$ cat src/rtl/osm_pkg.sv
// Shared types and constants for the order-statistic multiset.
// Request and response payloads, command codes and controller states.
// No dependencies.
package osm_pkg;

  localparam int unsigned VALUES_DEF     = 1024;
  localparam int unsigned COUNT_BITS_DEF = 20;
  localparam int unsigned MAXV_W         = 11;
  localparam logic [MAXV_W-1:0] MAX_VALUE_RST = 11'd1024;

  typedef enum logic [1:0] {
    CMD_INSERT = 2'd0,
    CMD_REMOVE = 2'd1,
    CMD_REPORT = 2'd2
  } cmd_e;

  typedef enum logic [1:0] {
    ST_CLEAR,
    ST_IDLE,
    ST_ROOT,
    ST_WALK
  } state_e;

  typedef struct packed {
    logic [1:0]  cmd;
    logic [10:0] value;
    logic [19:0] rank;
  } osm_req_t;

  typedef struct packed {
    logic [10:0] result_value;
    logic        error;
    logic [19:0] total_count;
  } osm_rsp_t;

endpackage

$ cat src/rtl/osm_ctrl.sv
// Command sequencer: validates commands, walks the count tree one level per cycle
// and updates the path counts on insert and remove. Depends on osm_pkg, drives osm_tree_mem.
module osm_ctrl import osm_pkg::*; #(
  parameter int unsigned VALUES     = VALUES_DEF,
  parameter int unsigned COUNT_BITS = COUNT_BITS_DEF,
  localparam int unsigned NODE_W    = $clog2(VALUES) + 1
) (
  input  logic                  clk_i,
  input  logic                  rst_ni,
  input  logic                  start_i,
  input  osm_req_t              req_i,
  input  logic [MAXV_W-1:0]     max_value_i,
  output logic                  busy_o,
  output logic                  done_o,
  output osm_rsp_t              rsp_o,
  output logic                  mem_we_o,
  output logic [NODE_W-1:0]     mem_waddr_o,
  output logic [COUNT_BITS-1:0] mem_wdata_o,
  output logic                  mem_re_o,
  output logic [NODE_W-1:0]     mem_raddr_o,
  input  logic [COUNT_BITS-1:0] mem_rdata_i
);

  localparam int unsigned VAL_W = $clog2(VALUES + 1);

  state_e                state_q, state_d;
  logic [NODE_W-1:0]     node_q, node_d;
  logic [VAL_W-1:0]      lo_q, lo_d, hi_q, hi_d, val_q, val_d;
  logic [COUNT_BITS-1:0] cnt_q, cnt_d, k_q, k_d, total_q, total_d;
  logic [1:0]            cmd_q, cmd_d;
  logic [NODE_W-1:0]     clr_q, clr_d;
  logic                  done_q, done_d;
  osm_rsp_t              rsp_q, rsp_d;

  // walk datapath
  logic [VAL_W:0]        sum;
  logic [VAL_W-1:0]      mid, clo, chi;
  logic                  go_left;
  logic [NODE_W-1:0]     child;
  logic [COUNT_BITS-1:0] cc, ck;
  logic [31:0]           lim32, val32, clo32, tot32;
  logic                  ins_bad, rem_bad;

  always_comb begin
    lim32   = (32'(max_value_i) > 32'(VALUES)) ? 32'(VALUES) : 32'(max_value_i);
    val32   = 32'(req_i.value);
    tot32   = 32'(total_q);
    ins_bad = (req_i.value == '0) || (val32 > lim32) || (total_q == '1);
    rem_bad = (req_i.rank == '0) || (32'(req_i.rank) > tot32);

    sum     = {1'b0, lo_q} + {1'b0, hi_q};
    mid     = sum[VAL_W:1];
    go_left = (cmd_q == CMD_INSERT) ? (val_q <= mid) : (mem_rdata_i >= k_q);
    child   = {node_q[NODE_W-2:0], ~go_left};
    cc      = go_left ? mem_rdata_i : cnt_q - mem_rdata_i;
    ck      = go_left ? k_q : k_q - mem_rdata_i;
    clo     = go_left ? lo_q : mid + VAL_W'(1);
    chi     = go_left ? mid : hi_q;
    clo32   = 32'(clo);
  end

  always_comb begin
    state_d     = state_q;
    node_d      = node_q;
    lo_d        = lo_q;
    hi_d        = hi_q;
    val_d       = val_q;
    cnt_d       = cnt_q;
    k_d         = k_q;
    total_d     = total_q;
    cmd_d       = cmd_q;
    clr_d       = clr_q;
    done_d      = 1'b0;
    rsp_d       = rsp_q;
    mem_we_o    = 1'b0;
    mem_waddr_o = child;
    mem_wdata_o = (cmd_q == CMD_INSERT) ? cc + COUNT_BITS'(1) : cc - COUNT_BITS'(1);
    mem_re_o    = 1'b0;
    mem_raddr_o = {child[NODE_W-2:0], 1'b0};

    case (state_q)
      ST_CLEAR: begin
        mem_we_o    = 1'b1;
        mem_waddr_o = clr_q;
        mem_wdata_o = '0;
        clr_d       = clr_q + NODE_W'(1);
        if (clr_q == '1) begin
          state_d = ST_IDLE;
        end
      end
      ST_IDLE: begin
        if (start_i) begin
          cmd_d  = req_i.cmd;
          node_d = NODE_W'(1);
          lo_d   = VAL_W'(1);
          hi_d   = VAL_W'(VALUES);
          cnt_d  = total_q;
          val_d  = val32[VAL_W-1:0];
          rsp_d.result_value = '0;
          rsp_d.error        = 1'b0;
          rsp_d.total_count  = tot32[19:0];
          case (req_i.cmd)
            CMD_INSERT: begin
              k_d = COUNT_BITS'(1);
              if (ins_bad) begin
                rsp_d.error = 1'b1;
                done_d      = 1'b1;
              end else begin
                state_d = ST_ROOT;
              end
            end
            CMD_REMOVE: begin
              k_d = COUNT_BITS'(32'(req_i.rank));
              if (rem_bad) begin
                rsp_d.error = 1'b1;
                done_d      = 1'b1;
              end else begin
                state_d = ST_ROOT;
              end
            end
            CMD_REPORT: begin
              k_d = COUNT_BITS'(1);
              if (total_q == '0) begin
                done_d = 1'b1;
              end else begin
                state_d = ST_ROOT;
              end
            end
            default: begin
              rsp_d.error = 1'b1;
              done_d      = 1'b1;
            end
          endcase
        end
      end
      ST_ROOT: begin
        // root count lives in total_q; fetch the left child of the root
        mem_re_o    = 1'b1;
        mem_raddr_o = NODE_W'(2);
        case (cmd_q)
          CMD_INSERT: total_d = total_q + COUNT_BITS'(1);
          CMD_REMOVE: total_d = total_q - COUNT_BITS'(1);
          default:    total_d = total_q;
        endcase
        state_d = ST_WALK;
      end
      ST_WALK: begin
        // read data is the left-child count of node_q
        mem_we_o = (cmd_q != CMD_REPORT);
        if (clo >= chi) begin
          rsp_d.result_value = clo32[10:0];
          rsp_d.error        = 1'b0;
          rsp_d.total_count  = tot32[19:0];
          done_d             = 1'b1;
          state_d            = ST_IDLE;
        end else begin
          mem_re_o = 1'b1;
          node_d   = child;
          lo_d     = clo;
          hi_d     = chi;
          cnt_d    = cc;
          k_d      = ck;
        end
      end
      default: begin
        state_d = ST_IDLE;
      end
    endcase
  end

  always_ff @(posedge clk_i or negedge rst_ni) begin
    if (!rst_ni) begin
      state_q <= ST_CLEAR;
      clr_q   <= '0;
      total_q <= '0;
      done_q  <= 1'b0;
    end else begin
      state_q <= state_d;
      clr_q   <= clr_d;
      total_q <= total_d;
      done_q  <= done_d;
    end
  end

  always_ff @(posedge clk_i) begin
    node_q <= node_d;
    lo_q   <= lo_d;
    hi_q   <= hi_d;
    val_q  <= val_d;
    cnt_q  <= cnt_d;
    k_q    <= k_d;
    cmd_q  <= cmd_d;
    rsp_q  <= rsp_d;
  end

  assign busy_o = (state_q != ST_IDLE);
  assign done_o = done_q;
  assign rsp_o  = rsp_q;

endmodule
$ cat config.mk
export PLATFORM = sky130hd
export DESIGN_NAME = osm_ctrl
export DESIGN_NICKNAME = d
export VERILOG_FILES = /design/src/rtl/osm_pkg.sv /design/src/rtl/osm_ctrl.sv
export SDC_FILE = /design/constraint.sdc
export NUM_CORES = 1
export LEC_CHECK = 0
export BUFFER_PORTS_ARGS = -buffer_cell sky130_fd_sc_hd__buf_4
export CORE_MARGIN = 2
export CORE_UTILIZATION = 61
export CTS_BUF_LIST = sky130_fd_sc_hd__clkbuf_8
export DETAILED_ROUTE_END_ITERATION = 16
export PLACE_DENSITY = 0.87
export SLEW_MARGIN = 20
export SYNTH_ARGS = -nofsm -noshare
export SYNTH_HDL_FRONTEND = slang
export SYNTH_SLANG_ARGS = --single-unit
$ cat constraint.sdc
create_clock -name clk_i -period 10.76 [get_ports clk_i]
set_input_delay 0.538 -clock clk_i [delete_from_list [all_inputs] [get_ports clk_i]]
set_output_delay 0.538 -clock clk_i [all_outputs]
set_load 0.02 [all_outputs]
==> key figures <==
Yosys
  – Synth cell types: 76
  – Post-synth EDFFs: 117
  – Fraction of registers with async set/reset: 22.5%
  – Avg Cell Area, Syn: 9.41 sq um
  – Top FF cell, synth: edfxtp_1
  – Mapped Cells: 1,265
  – Post-synth top area cell: edfxtp_1
  – Synthesis Warnings: 0
  – Syn nets: 1,481
  – Sequential share of the synthesized area: 36.7%
  – Mapped cell area: 0.0119 sq mm
  – Top post-synthesis cells by area: edfxtp_1 (30%), ha_1 (15%), dfrtp_1 (7.1%)
  – Synth Register Bits: 151
  – Top-area cell type share of the netlist area: 29.5%

Final layout
  – Total area of multi-input combinational cells: 0.00707 sq mm
  – NumNets Final: 1,616
  – ANT cells: 0
  – Fill cells: 1,453
  – Area grow syn2layout: 14.7%
  – Layout cells sized above 1: 15.8%
  – Finished Cell Area: 0.0137 sq mm
  – Storage cell area: 0.00436 sq mm

Clock network
  – CTS clk-pin slew, worst paths: 90 ps
  – Cts hold-fix bufs: 0
  – CTS tree: built
  – Post-cts resize count: 0
  – Clk_lat worst skew: 470 ps
  – Post-CTS Setup Bufs: 0
  – Clk sinks: 151
  – Clock root cell: clkbuf_8
  – Clk buf depth: 2
  – Htree depth: 4
  – CTS Buf Count: 17

Timing
  – Tcrit/Tclk final: 83.4%
  – Worst-Margin Slew: 941 ps
  – Achievable Freq: 111 MHz
  – Fin Clk Skew: 16.1 ps
  – Setup TNS: 0 ps
  – Unrepaired setup endpoints after global routing: no
  – Final setup viols: 0
  – Final min period: 8970 ps
  – Max-slew headroom: 37.2%
  – Max-slew violation count: 0
  – Hold Fails Final Rpt: 0

Routing
  – Post-DRT Antenna Nets: 0
  – DRT iter0 DRCs: 1,123
  – DRC viols: 0
  – WL final: 31,600 microns
  – Via Count: 10,349
  – Via density: 6.17
  – Post-detailed-route wirelength per cell: 18.8 microns
  – Pre-antenna DRT Iters: 6

Worst setup path
  – CP max-delay cell: o22ai_4
  – CP peak stage delay: 650 ps
  – Worst setup EP type: output port
  – WP data arrival: 8440 ps
  – Worst r2r path cells: 32
  – Internal reg-to-reg setup slack: 2970 ps
  – CP startpoint kind: flip-flop
  – Crit path top cell by count: a21oi_1
  – Worst-path fanout max: 46
  – Critical Path RT: 10,220 ps
  – Kind of critical path: flip-flop to output port

Floorplan
  – # rows: 51
  – Die Footprint: 0.0206 sq mm
  – Io pins: 145
  – Die X: 144 microns
  – Initial core utilization: 61.6%
  – Core Area: 0.0193 sq mm
  – Die Ht: 144 microns

GRT
  – Grt total ovfl: 0
  – Largest net degree at the start of global routing: 69
  – First-pass GRT wire length: 49,600 microns
  – Vias in the first global route: 9,788
  – GRT Util Overall: 30.9%
  – Initial antenna violation count: 0

Place
  – I/O Buffers: 143
  – DP Area: 0.0132 sq mm
  – Final Wtd Congestion: 0.976
  – Detail Placement HPWL: 23,700 microns

Status
  – Status: complete, no violations

Flow run
  – Max-capacitance violation count: 0

Worst hold path
  – Hold Path Class: primary input to async pin
-- synthesized netlist by cell type, types with 5 or more instances --
master    number
ha_1         144
nand2_1      118
edfxtp_1     117
o21ai_0       99
nor2_1        97
inv_1         88
a21oi_1       84
xnor2_1       48
a21o_1        41
xor2_1        39
dfrtp_1       34
nor2b_1       29
and2_1        28
clkbuf_1      28
nand3_1       22
nand4_1       22
mux2_2        20
nand2b_1      17
and3_1        16
nor4_1        16
nor3_1        12
o21a_1        12
o31ai_1       10
or3_1          8
a31oi_1        7
a211oi_1       6
mux2i_1        6
a31o_2         5
fa_1           5
o211ai_1       5
o21bai_1       5
-- logic make-up (layout without fill, tap and decap cells) --
logic type      Yosys count  in the layout  synth area share (%)
simple gates            401            401                  16.4
compound gates          324            324                  17.7
flops                   151            151                  36.7
fa+ha+maj               149            149                  16.0
buf+inv                 123            271                  3.97
xor+xnor                 88             88                  6.59
mux                      28             28                  2.68
other cells               1              1                0.0315
-- routing by layer --
layer	routed length, microns	share of wire (%)	up-vias	global-route usage [%]
met4	812	2.6	0	9.91
li1	-	-	4874	-
met1	13600	43	4868	43.7
met5	0	0	-	0
met3	2950	9.4	79	5.56
met2	14200	45	528	48.3
-- state kept, by name, summed over array words and instances, names as in the netlist --
| name | flops |
|---|---|
| rsp_o | 32 |
| cnt_q | 20 |
| k_q | 20 |
| total_q | 20 |
| clr_q | 11 |
| hi_q | 11 |
| lo_q | 11 |
| val_q | 11 |
| node_q | 10 |
| cmd_q | 2 |
| state_q | 2 |
| done_o | 1 |
-- path summary, 6_finish.rpt --
check,startpoint,endpoint
max,hi_q[1],mem_wdata_o[18]
min,rst_ni,clr_q[0]
max reg2reg,hi_q[1],k_q[12]
min reg2reg,clr_q[6],clr_q[6]
max in group asynchronous,rst_ni,total_q[12]
min in group clk_i,req_i[32],cmd_q[1]
-- cell usage in the layout, fill, tap and decap left out, types with 29 or more instances in the layout --
cell type    n
buf_4      150
ha_1       143
nand2_1    118
edfxtp_1   117
o21ai_0     99
nor2_1      97
inv_1       91
a21oi_1     84
xnor2_1     48
a21o_1      41
xor2_1      39
dfrtp_1     34
nor2b_1     29
-- area by class of cell --
type                       count  share of cell area, %
sequential                   151                   32.0
inverter                      89                   2.45
clock inverter                14                   1.35
tap                          265                   2.43
multi-input combinational    991                   51.8
timing repair buffer         150                   8.25
clock buffer                  18                   1.81
-- worst max-delay path: cells and delay by family, from the launching register on --
kind	cells	cell delay, ps
AO/OA/AOI/OAI	21	4150
XOR/XNOR	2	290
adder cells (fa/ha/maj)	3	1000
buffers and inverters	4	960
flip-flops	1	430
multiplexers	1	430
AND/OR/NAND/NOR	4	660
-- stage by stage --
stage / setup slack [ps] / utilization (%) / std cells / hold slack [ps]
after floorplan: 2590 / - / 1265 / 242
after global placement: 2760 / 68.4 / 1646 / 476
after detailed placement: 2520 / 68.4 / 1646 / 490
after CTS: 1970 / 70.6 / 1678 / 19.7
after global routing: 1180 / 70.6 / 1678 / 41.6
final: 1790 / 70.6 / 1678 / 8.30
Power is left out: the tool's default activity adds up to more than one toggle a clock period on the data nets, which glitch-free logic cannot reach.
